[config.mk]
export PLATFORM = sky130hd
export DESIGN_NAME = windowed_arq_sender
export DESIGN_NICKNAME = d
export VERILOG_FILES = /design/src/rtl/was_pkg.sv /design/src/rtl/was_ctrl.sv /design/src/rtl/was_dp.sv /design/src/rtl/windowed_arq_sender.sv
export SDC_FILE = /design/constraint.sdc
export NUM_CORES = 2
export LEC_CHECK = 0
export ABC_AREA = 1
export BUFFER_PORTS_ARGS = -buffer_cell sky130_fd_sc_hd__buf_4
export CAP_MARGIN = 20
export CORE_ASPECT_RATIO = 0.5
export CORE_UTILIZATION = 25
export CTS_CLUSTER_DIAMETER = 50
export DETAILED_ROUTE_END_ITERATION = 8
export PLACE_DENSITY_LB_ADDON = 0.1
export REMOVE_ABC_BUFFERS = 1
export SYNTH_ARGS = -nofsm -noshare
export SYNTH_HDL_FRONTEND = slang
export SYNTH_SLANG_ARGS = --single-unit
[constraint.sdc]
create_clock -name clock -period 10.8 [get_ports clock]
set_clock_uncertainty 0.15 [all_clocks]
set_input_delay 1.08 -clock clock [delete_from_list [all_inputs] [get_ports clock]]
set_output_delay 1.08 -clock clock [all_outputs]
set_load 0.01 [all_outputs]
[src/rtl/was_pkg.sv]
// ----------------------------------------------------------------------------
// was_pkg
// Shared types and constants of the windowed ARQ sender.
// ----------------------------------------------------------------------------
package was_pkg;

   localparam logic [1:0] OP_LOAD = 2'd0;
   localparam logic [1:0] OP_ACK  = 2'd1;
   localparam logic [1:0] OP_TICK = 2'd2;
   localparam logic [1:0] OP_SEND = 2'd3;

   localparam logic [1:0] REG_TIMEOUT = 2'd0;
   localparam logic [1:0] REG_WINDOW  = 2'd1;
   localparam logic [1:0] REG_PAYLOAD = 2'd2;

   localparam int REQ_BITS = 56;
   localparam int RSP_BITS = 72;

   // Largest payload per packet; larger register values are clamped to it.
   localparam int MAX_PAYLOAD = 8192;

   typedef struct packed {
      logic        send_valid;
      logic [15:0] send_id;
      logic [19:0] send_offset;
      logic [13:0] send_length;
      logic [15:0] header_total;
      logic        load_accepted;
      logic        ack_accepted;
      logic        ready_pulse;
      logic        busy_res;
   } result_type;

   // Commands from the controller to the datapath.
   typedef struct packed {
      logic start;      // capture the item and begin
      logic div_step;   // one restoring-division step
      logic scan_step;  // visit one window slot
      logic finish;     // commit and form the result
   } cmd_type;

   typedef struct packed {
      logic div_last;
      logic scan_last;
   } status_type;

endpackage

[src/rtl/was_ctrl.sv]
// ----------------------------------------------------------------------------
// was_ctrl
// Sequencer: accept, divide (load) or scan the window (other items), finish, then hold the result.
// ----------------------------------------------------------------------------
module was_ctrl (
   input  logic                clock,
   input  logic                reset,
   input  logic                req_tvalid,
   output logic                req_tready,
   output logic                rsp_tvalid,
   input  logic                rsp_tready,
   input  logic [1:0]          opcode,
   output was_pkg::cmd_type    cmd,
   input  was_pkg::status_type status
);
   localparam logic [2:0] ST_IDLE = 3'd0;
   localparam logic [2:0] ST_DIV  = 3'd1;
   localparam logic [2:0] ST_SCAN = 3'd2;
   localparam logic [2:0] ST_FIN  = 3'd3;

   logic [2:0] state_ff, state_in;
   logic       out_ff, out_in;

   // A new item may enter while the previous result waits, as long as the
   // output register is free by the time it finishes.
   assign req_tready = (state_ff == ST_IDLE);
   assign rsp_tvalid = out_ff;

   always_comb begin
      state_in      = state_ff;
      out_in        = out_ff && !rsp_tready;
      cmd           = '0;
      unique case (state_ff)
         ST_IDLE: begin
            if (req_tvalid) begin
               cmd.start = 1'b1;
               if (opcode == was_pkg::OP_LOAD) state_in = ST_DIV;
               else state_in = ST_SCAN;
            end
         end
         ST_DIV: begin
            cmd.div_step = 1'b1;
            if (status.div_last) state_in = ST_FIN;
         end
         ST_SCAN: begin
            cmd.scan_step = 1'b1;
            if (status.scan_last) state_in = ST_FIN;
         end
         ST_FIN: begin
            if (!out_ff || rsp_tready) begin
               cmd.finish = 1'b1;
               out_in     = 1'b1;
               state_in   = ST_IDLE;
            end
         end
         default: state_in = ST_IDLE;
      endcase
   end

   always_ff @(posedge clock) begin
      if (reset) begin
         state_ff <= ST_IDLE;
         out_ff   <= 1'b0;
      end else begin
         state_ff <= state_in;
         out_ff   <= out_in;
      end
   end
endmodule

[src/rtl/was_dp.sv]
// ----------------------------------------------------------------------------
// was_dp
// Datapath: configuration registers, transfer state, window table, divider.
// ----------------------------------------------------------------------------
module was_dp #(
   parameter int WINDOW_SLOTS      = 16,
   parameter int MAX_MESSAGE_BYTES = 1048576
) (
   input  logic                 clock,
   input  logic                 reset,
   input  logic                 csr_we,
   input  logic [1:0]           csr_index,
   input  logic [15:0]          csr_wdata,
   input  logic [1:0]           opcode,
   input  logic [20:0]          message_length,
   input  logic [31:0]          ack_word,
   input  logic                 ack_complete,
   input  was_pkg::cmd_type     cmd,
   output was_pkg::status_type  status,
   output was_pkg::result_type  result
);
   localparam int SW = (WINDOW_SLOTS > 1) ? $clog2(WINDOW_SLOTS) : 1;
   localparam int CW = $clog2(WINDOW_SLOTS + 1);
   localparam logic [13:0] MAX_PAY = 14'(was_pkg::MAX_PAYLOAD);

   logic [15:0] timeout_ff;
   logic [4:0]  window_ff;
   logic [13:0] payload_ff;

   logic        busy_ff;
   logic [15:0] total_ff;
   logic [13:0] tail_ff;
   logic [15:0] next_ff;
   logic [16:0] head_ff;
   logic [CW-1:0] count_ff;
   logic [WINDOW_SLOTS-1:0] used_ff;
   logic [15:0] sid_ff [WINDOW_SLOTS];
   logic [15:0] age_ff [WINDOW_SLOTS];

   logic [1:0]  op_ff;
   logic [20:0] len_ff;
   logic [20:0] len_hold;
   logic [15:0] aid_ff;
   logic        aok_ff;
   logic [SW:0] idx_ff;
   logic        best_ok_ff, free_ok_ff, hit_ok_ff;
   logic [SW-1:0] best_ff, free_ff, hit_ff;
   // Restoring divider: quotient and remainder of len / payload.
   logic [20:0] quo_ff;
   logic [14:0] rem_ff;
   logic [4:0]  dcnt_ff;

   logic [13:0] pay;
   logic [4:0]  win;
   logic [SW-1:0] idx;
   logic [14:0] rsh;
   logic [15:0] sid_i;

   function automatic logic quo_len_ok(input logic [20:0] c);
      quo_len_ok = (c <= 21'd65535);
   endfunction

   assign pay = (payload_ff == 14'd0) ? 14'd1 : (payload_ff > MAX_PAY ? MAX_PAY : payload_ff);
   assign win = (window_ff == 5'd0) ? 5'd1 :
                ((32'(window_ff) > WINDOW_SLOTS) ? 5'(WINDOW_SLOTS) : window_ff);
   assign idx = idx_ff[SW-1:0];
   assign rsh = {rem_ff[13:0], len_ff[20]};
   assign sid_i = sid_ff[idx];
   assign status.div_last  = (dcnt_ff == 5'd20);
   assign status.scan_last = (idx_ff == (SW+1)'(WINDOW_SLOTS - 1));

   always_ff @(posedge clock) begin
      if (reset) begin
         timeout_ff <= 16'd100;
         window_ff  <= 5'd8;
         payload_ff <= 14'd1024;
      end else if (csr_we) begin
         unique case (csr_index)
            was_pkg::REG_TIMEOUT: timeout_ff <= csr_wdata;
            was_pkg::REG_WINDOW:  window_ff  <= csr_wdata[4:0];
            was_pkg::REG_PAYLOAD: payload_ff <= csr_wdata[13:0];
            default: ;
         endcase
      end
   end

   // Per-item work registers.
   always_ff @(posedge clock) begin
      if (cmd.start) begin
         op_ff      <= opcode;
         len_ff     <= message_length;
         aid_ff     <= ack_word[15:0];
         aok_ff     <= ack_complete && ack_word[7:0] == ack_word[23:16]
                       && ack_word[15:8] == ack_word[31:24];
         idx_ff     <= '0;
         best_ok_ff <= 1'b0;
         free_ok_ff <= 1'b0;
         hit_ok_ff  <= 1'b0;
         best_ff    <= '0;
         free_ff    <= '0;
         hit_ff     <= '0;
         quo_ff     <= '0;
         rem_ff     <= '0;
         dcnt_ff    <= '0;
      end
      if (cmd.div_step) begin
         // Shift the dividend through len_ff; quotient collects in quo_ff.
         len_ff  <= {len_ff[19:0], 1'b0};
         dcnt_ff <= dcnt_ff + 5'd1;
         if (rsh >= {1'b0, pay}) begin
            rem_ff <= rsh - {1'b0, pay};
            quo_ff <= {quo_ff[19:0], 1'b1};
         end else begin
            rem_ff <= rsh;
            quo_ff <= {quo_ff[19:0], 1'b0};
         end
      end
      if (cmd.scan_step) begin
         idx_ff <= idx_ff + 1'b1;
         if (used_ff[idx] && sid_i == aid_ff && !hit_ok_ff) begin
            hit_ok_ff <= 1'b1;
            hit_ff    <= idx;
         end
         if (used_ff[idx] && age_ff[idx] >= timeout_ff &&
             (!best_ok_ff || sid_i < sid_ff[best_ff])) begin
            best_ok_ff <= 1'b1;
            best_ff    <= idx;
         end
         if (!used_ff[idx] && !free_ok_ff) begin
            free_ok_ff <= 1'b1;
            free_ff    <= idx;
         end
         // Ticks age in the scan, one slot a cycle.
         if (op_ff == was_pkg::OP_TICK && used_ff[idx] && age_ff[idx] != 16'hFFFF)
            age_ff[idx] <= age_ff[idx] + 16'd1;
      end
      if (cmd.finish && op_ff == was_pkg::OP_SEND && busy_ff && 32'(count_ff) < 32'(win)) begin
         if (best_ok_ff) age_ff[best_ff] <= '0;
         else if (next_ff < total_ff && free_ok_ff) begin
            sid_ff[free_ff] <= next_ff;
            age_ff[free_ff] <= '0;
         end
      end
   end

   always_ff @(posedge clock) begin
      if (cmd.start) len_hold <= message_length;
   end

   // Commit and form the result.
   logic [15:0] snd_id;
   logic        snd_ok;
   logic [29:0] prod;
   logic [16:0] head_nx;
   logic [20:0] cnt;
   logic        len_in_range;
   logic        load_ok;
   logic        head_hit;
   logic        ack_done;
   was_pkg::result_type res_in;

   assign snd_id = best_ok_ff ? sid_ff[best_ff] : next_ff;
   assign snd_ok = busy_ff && 32'(count_ff) < 32'(win) &&
                   (best_ok_ff || (next_ff < total_ff && free_ok_ff));
   assign prod = snd_id * pay;
   assign head_nx = head_ff + 17'd1;
   // The quotient is rounded up when a remainder is left.
   assign cnt = quo_ff + ((rem_ff != 15'd0) ? 21'd1 : 21'd0);
   assign len_in_range = (32'(len_hold) <= MAX_MESSAGE_BYTES);
   assign load_ok = !busy_ff && quo_len_ok(cnt) && len_in_range;
   assign head_hit = aok_ff && ({1'b0, aid_ff} == head_ff);
   assign ack_done = head_hit && total_ff != 16'd0 && head_nx == {1'b0, total_ff};

   always_comb begin
      res_in = '0;
      res_in.busy_res = busy_ff;
      unique case (op_ff)
         was_pkg::OP_LOAD: begin
            res_in.load_accepted = load_ok;
            res_in.ready_pulse   = load_ok && cnt == 21'd0;
            res_in.busy_res      = busy_ff || (load_ok && cnt != 21'd0);
         end
         was_pkg::OP_ACK: begin
            res_in.ack_accepted = aok_ff && hit_ok_ff;
            res_in.ready_pulse  = ack_done;
            if (ack_done) res_in.busy_res = 1'b0;
         end
         was_pkg::OP_SEND: begin
            if (snd_ok) begin
               res_in.send_valid   = 1'b1;
               res_in.send_id      = snd_id;
               res_in.send_offset  = prod[19:0];
               res_in.send_length  = (17'(snd_id) + 17'd1 == 17'(total_ff)) ? tail_ff : pay;
               res_in.header_total = total_ff;
            end
         end
         default: ;
      endcase
   end

   always_ff @(posedge clock) begin
      if (cmd.finish) result <= res_in;
   end

   always_ff @(posedge clock) begin
      if (reset) begin
         busy_ff  <= 1'b0;
         total_ff <= '0;
         tail_ff  <= '0;
         next_ff  <= '0;
         head_ff  <= '0;
         count_ff <= '0;
         used_ff  <= '0;
      end else if (cmd.finish) begin
         unique case (op_ff)
            was_pkg::OP_LOAD: begin
               if (load_ok) begin
                  used_ff  <= '0;
                  count_ff <= '0;
                  next_ff  <= '0;
                  head_ff  <= '0;
                  if (cnt == 21'd0) begin
                     total_ff <= '0;
                     tail_ff  <= '0;
                  end else begin
                     total_ff <= cnt[15:0];
                     tail_ff  <= (rem_ff == 15'd0) ? pay : rem_ff[13:0];
                     busy_ff  <= 1'b1;
                  end
               end
            end
            was_pkg::OP_ACK: begin
               if (aok_ff && hit_ok_ff) begin
                  used_ff[hit_ff] <= 1'b0;
                  if (count_ff != '0) count_ff <= count_ff - 1'b1;
               end
               if (head_hit) head_ff <= head_nx;
               if (ack_done) begin
                  total_ff <= '0;
                  busy_ff  <= 1'b0;
               end
            end
            was_pkg::OP_SEND: begin
               if (snd_ok && !best_ok_ff) begin
                  used_ff[free_ff] <= 1'b1;
                  count_ff <= count_ff + 1'b1;
                  next_ff  <= next_ff + 16'd1;
               end
            end
            default: ;
         endcase
      end
   end
endmodule

[src/rtl/windowed_arq_sender.sv]
// ----------------------------------------------------------------------------
// windowed_arq_sender
// Control part of a windowed selective-repeat ARQ sender.
// ----------------------------------------------------------------------------
// Usage: items arrive on the req_ stream (load, ack, tick, send slot) and each
// gives exactly one result transfer on the rsp_ stream. Configuration is
// written through csr_we/csr_index/csr_wdata while the block is idle; the user
// must keep to this, as the block itself does not enforce it. A load runs a
// 21-step restoring divider for the packet count before its result is
// registered. Ack, tick and send-slot items instead scan the window table,
// one slot a cycle, before their result is registered.
// One item is in work at a time; the next one is taken once the result is
// registered. Reset clears the transfer state and valid bits and restores
// the register defaults (timeout 100, window 8, payload 1024). When the
// receiver stalls, the result is held; the next item waits in its final step.
// ----------------------------------------------------------------------------
module windowed_arq_sender #(
   parameter int WINDOW_SLOTS      = 16,
   parameter int MAX_MESSAGE_BYTES = 1048576
) (
   input  logic        clock,
   input  logic        reset,
   input  logic        req_tvalid,
   output logic        req_tready,
   // opcode[1:0], message_length[22:2], ack_word[54:23], ack_complete[55]
   input  logic [55:0] req_tdata,
   output logic        rsp_tvalid,
   input  logic        rsp_tready,
   // send_valid[0], send_id[16:1], send_offset[36:17], send_length[50:37],
   // header_total[66:51], load_accepted[67], ack_accepted[68],
   // ready_pulse[69], busy_res[70], zero[71]
   output logic [71:0] rsp_tdata,
   input  logic        csr_we,
   input  logic [1:0]  csr_index,
   input  logic [15:0] csr_wdata
);
   was_pkg::cmd_type    cmd;
   was_pkg::status_type status;
   was_pkg::result_type res;

   was_ctrl u_ctrl (
      .clock, .reset, .req_tvalid, .req_tready, .rsp_tvalid, .rsp_tready,
      .opcode(req_tdata[1:0]), .cmd, .status
   );

   was_dp #(.WINDOW_SLOTS(WINDOW_SLOTS), .MAX_MESSAGE_BYTES(MAX_MESSAGE_BYTES)) u_dp (
      .clock, .reset, .csr_we, .csr_index, .csr_wdata,
      .opcode(req_tdata[1:0]), .message_length(req_tdata[22:2]),
      .ack_word(req_tdata[54:23]), .ack_complete(req_tdata[55]),
      .cmd, .status, .result(res)
   );

   assign rsp_tdata = {1'b0, res.busy_res, res.ready_pulse, res.ack_accepted,
                       res.load_accepted, res.header_total, res.send_length,
                       res.send_offset, res.send_id, res.send_valid};
endmodule

==> run metrics <==
status=complete, no violations; max-cap violations=0; total vias in the final route=about 37,000; Inserted Clock Buffers=~100; Iteration-0 DRC Markers=~3,200; GRT Residual Overflow=0; All-Layer GR Usage=between 15 and 20%; hold_buf cts=0; Multi-input gate area=19,500 um^2; family with the most delay on the worst path=adder cells; clock sinks=between 800 and 900; Top Ports=about 150; Worst setup EP type=register; Avg Cell Area, Syn=between 9 and 10 um^2; Post-Syn Instances=4,980; Setup CP Type=register to register; worst-skew pair later-pin latency=~0.74 ns; Post-synth EDFFs=around 690; HPWL after detailed placement=111 mm; CP max-delay cell=dfxtp_2; DRT Wirelength=roughly 170 mm; Synth Register Bits=about 830; DRC Markers=0; largest net degree at the start of global routing=roughly 130; worst hold path type=register to register; Finished Layout Cells=between 7,000 and 8,000; drt wl/cell=22.7 um; Post-DRT Antenna Nets=0; Pwr Density=about 260 nW/um^2; GP Congestion=approximately 0.83; post-layout util=a little under 30%; maximum vdd drop=between 0.15 and 0.2 mV; Worst Tran Pin Value=between 1 and 1.5 ns; area fraction of the dominant cell type after synthesis=roughly 45%; first-pass GRT wire length=between 200 and 300 mm; post-route minimum period=~9 ns; placed cell count=between 7,000 and 8,000; worst setup path startpoint=u_dp.best_ff[1]$_DFF_P_; most frequent cells in the layout=834 x nand2_1, 689 x edfxtp_1, 571 x nor2_1, 521 x inv_1, 440 x o21ai_0; synthesized cell area=46,200 um^2; crit-path most repeated cell=fa_1; CP Launch Type=register; final setup fails=0; worst endpoint required time=roughly 11 ns; Pre-antenna DRT Iters=8; final instance area=53,400 um^2; Post-CTS Setup Inserts=0; register area=around 24,000 um^2; setup TNS=0 ns; Max Root-Sink Buffers=3; initial antenna violation count=6; arrival time at the worst endpoint=9.30 ns; TritonCTS clock tree=built; critical path peak fanout=34; Total Die Area=about 190,000 um^2; sequential cell area fraction in the yosys report=between 50% and 60%; post-cts resize count=0; max frequency=between 0.1 and 0.15 GHz; DP Area=49,900 um^2; Final period util=slightly above 80%; IO Port Bufs=between 150 and 200; CP Buf/Inv Count=5; Synth area leaders=edfxtp_1 45%, nand2_1 6.8%, dfxtp_1 6.2%; Critical Path Max Stage Delay=0.86 ns; Row Count=between 100 and 150; Via density=approximately 4.9; clock-pin slew on the worst setup and hold paths=about 0.06 ns; die width=about 610 um; H-tree lvl count=3; commonest register cell after synthesis=edfxtp_1; initial cell density of the core=about a quarter; vias in the first global route=~36,000; endpoints failing hold=0; relative slew slack=about 25%; RSZ-0062 raised after global routing=false; Async SR Flop Fraction=0%; # fillers=approximately 19,000; launching point of the worst reg2reg path=u_dp.best_ff[1]$_DFF_P_; WHS=~0.30 ns; layout net count=roughly 5,400; CORE AREA=between 150,000 and 200,000 um^2; Yosys warnings=0; commonest non-fill, non-tap cell in the layout=nand2_1; Root Buffer=clkbuf_16; die extent in y=around 300 um; layout cell share with drive strength beyond 1=~9.7%; post-synth cell types=65; worst hold start=u_dp.used_ff[15]$_SDFFE_PP0P_; area grow syn2layout=15.6%; top cell type by total area after synthesis=edfxtp_1; Pleak=between 0.015 and 0.02 uW; pins over their slew limit=0
## worst register-to-register path: stages, from the launching register on
cell and delay, ns:
dfxtp_2 0.86, inv_1 0.69, buf_4 0.50, nand3_1 0.16, nand3_1 0.08, nand3_1 0.12, nand3_1 0.28, nand2_1 0.49
clkinv_1 0.46, nor2_1 0.27, fa_1 0.45, fa_1 0.53, fa_1 0.52, fa_1 0.55, fa_1 0.57, inv_1 0.06
fa_1 0.53, inv_1 0.04, ha_1 0.34, nand2_1 0.11, nor3_1 0.06, and3_1 0.16, a221o_1 0.32, a31oi_1 0.21
nand3_1 0.10, nand2_1 0.06, nor2_1 0.06
## final cells by class
type,count,area share [%]
flip-flops and latches,832,44.1
clock inverters,70,1.45
multi-input cells,3353,36.5
repair buffers,229,3.34
well taps,2429,5.69
diodes,1,0.00469
inverters,548,3.88
clock buffers,122,5.03
## stage by stage
stage	total power [uW]	setup WS, ns
6_report	13700	1.82
5_1_grt	14500	1.32
4_1_cts	13800	1.87
3_5_place_dp	10200	1.91
3_3_place_gp	10100	1.90
2_1_floorplan	7910	-2.45
## synthesized netlist by cell type (3+ instances only)
library cell  count
nor2_4            4
inv_2             8
edfxtp_1        689
dfxtp_1         143
buf_2            67
ha_1            134
nor2_2           10
o21ai_1          18
o211ai_1         86
a211oi_1         17
buf_6            25
o221ai_1         73
xor2_1           71
buf_4            17
fa_1            124
nand3_2           3
nor3_1           63
nand3b_1          4
nand4_1          59
nor3b_1           5
a31oi_1          10
nand3_1         385
xnor2_1          36
inv_1           527
nor4_1           20
clkinv_1         12
o2111ai_1         6
nand2_1         836
a21oi_1         241
nor2_1          583
a2111oi_0         3
o22ai_1          53
a21boi_0          4
nand2_2          13
or2_2            12
or2_1             3
o31ai_1           3
clkbuf_1        125
buf_1            11
o21bai_1          4
nand2_4           3
o21ai_0         440
a221oi_1          3
## final timing paths
| path | cells past startpoint | slack [ns] | endpoint |
|---|---|---|---|
| max | 26 | 1.82 | u_dp.result[53]$_SDFFCE_PN0P_ |
| min | 2 | 0.30 | u_dp.used_ff[15]$_SDFFE_PP0P_ |
| min reg2reg | 2 | 0.30 | u_dp.used_ff[15]$_SDFFE_PP0P_ |
| max reg2reg | 26 | 1.82 | u_dp.result[53]$_SDFFCE_PN0P_ |
## layer usage
| layer | vias to the layer above | part of all wire [%] | GRT usage (%) |
|---|---|---|---|
| met5 | - | 0 | 0 |
| met2 | 999 | 46 | 29.8 |
| met3 | 223 | 4.4 | 2.22 |
| li1 | 17300 | - | - |
| met1 | 18300 | 47 | 25.6 |
| met4 | 0 | 2.1 | 4.20 |
## power by group
part	leakage, uW	switching (uW)	internal, uW
clock	0.00167	1550	2010
sequential	0.00783	324	4150
combinational	0.0104	4120	1500
total	0.0199	6000	7660
## flip-flops by register name, summed over array words and instances, names as in the netlist, 15 cells and up, named ones only
signal	cells
u_dp.sid_ff	256
u_dp.quo_ff	21
u_dp.aid_ff	16
u_dp.rem_ff	15
u_dp.timeout_ff	16
u_dp.used_ff	16
u_dp.result	71
u_dp.total_ff	16
u_dp.len_ff	21
u_dp.next_ff	16
u_dp.len_hold	21
u_dp.head_ff	17
u_dp.age_ff	256
## cell families (layout without fill, tap and decap cells)
| family | Yosys count | count (layout) | share of synthesized area, % |
|---|---|---|---|
| simple gates | 2011 | 2011 | 18.5 |
| buf+inv | 795 | 969 | 7.23 |
| fa+ha+maj | 258 | 258 | 9.01 |
| compound gates | 974 | 974 | 12.1 |
| other cells | 1 | 2 | 0.00812 |
| flops | 832 | 832 | 51.0 |
| xor+xnor | 109 | 109 | 2.11 |
Power figures use the tool's default switching activity.
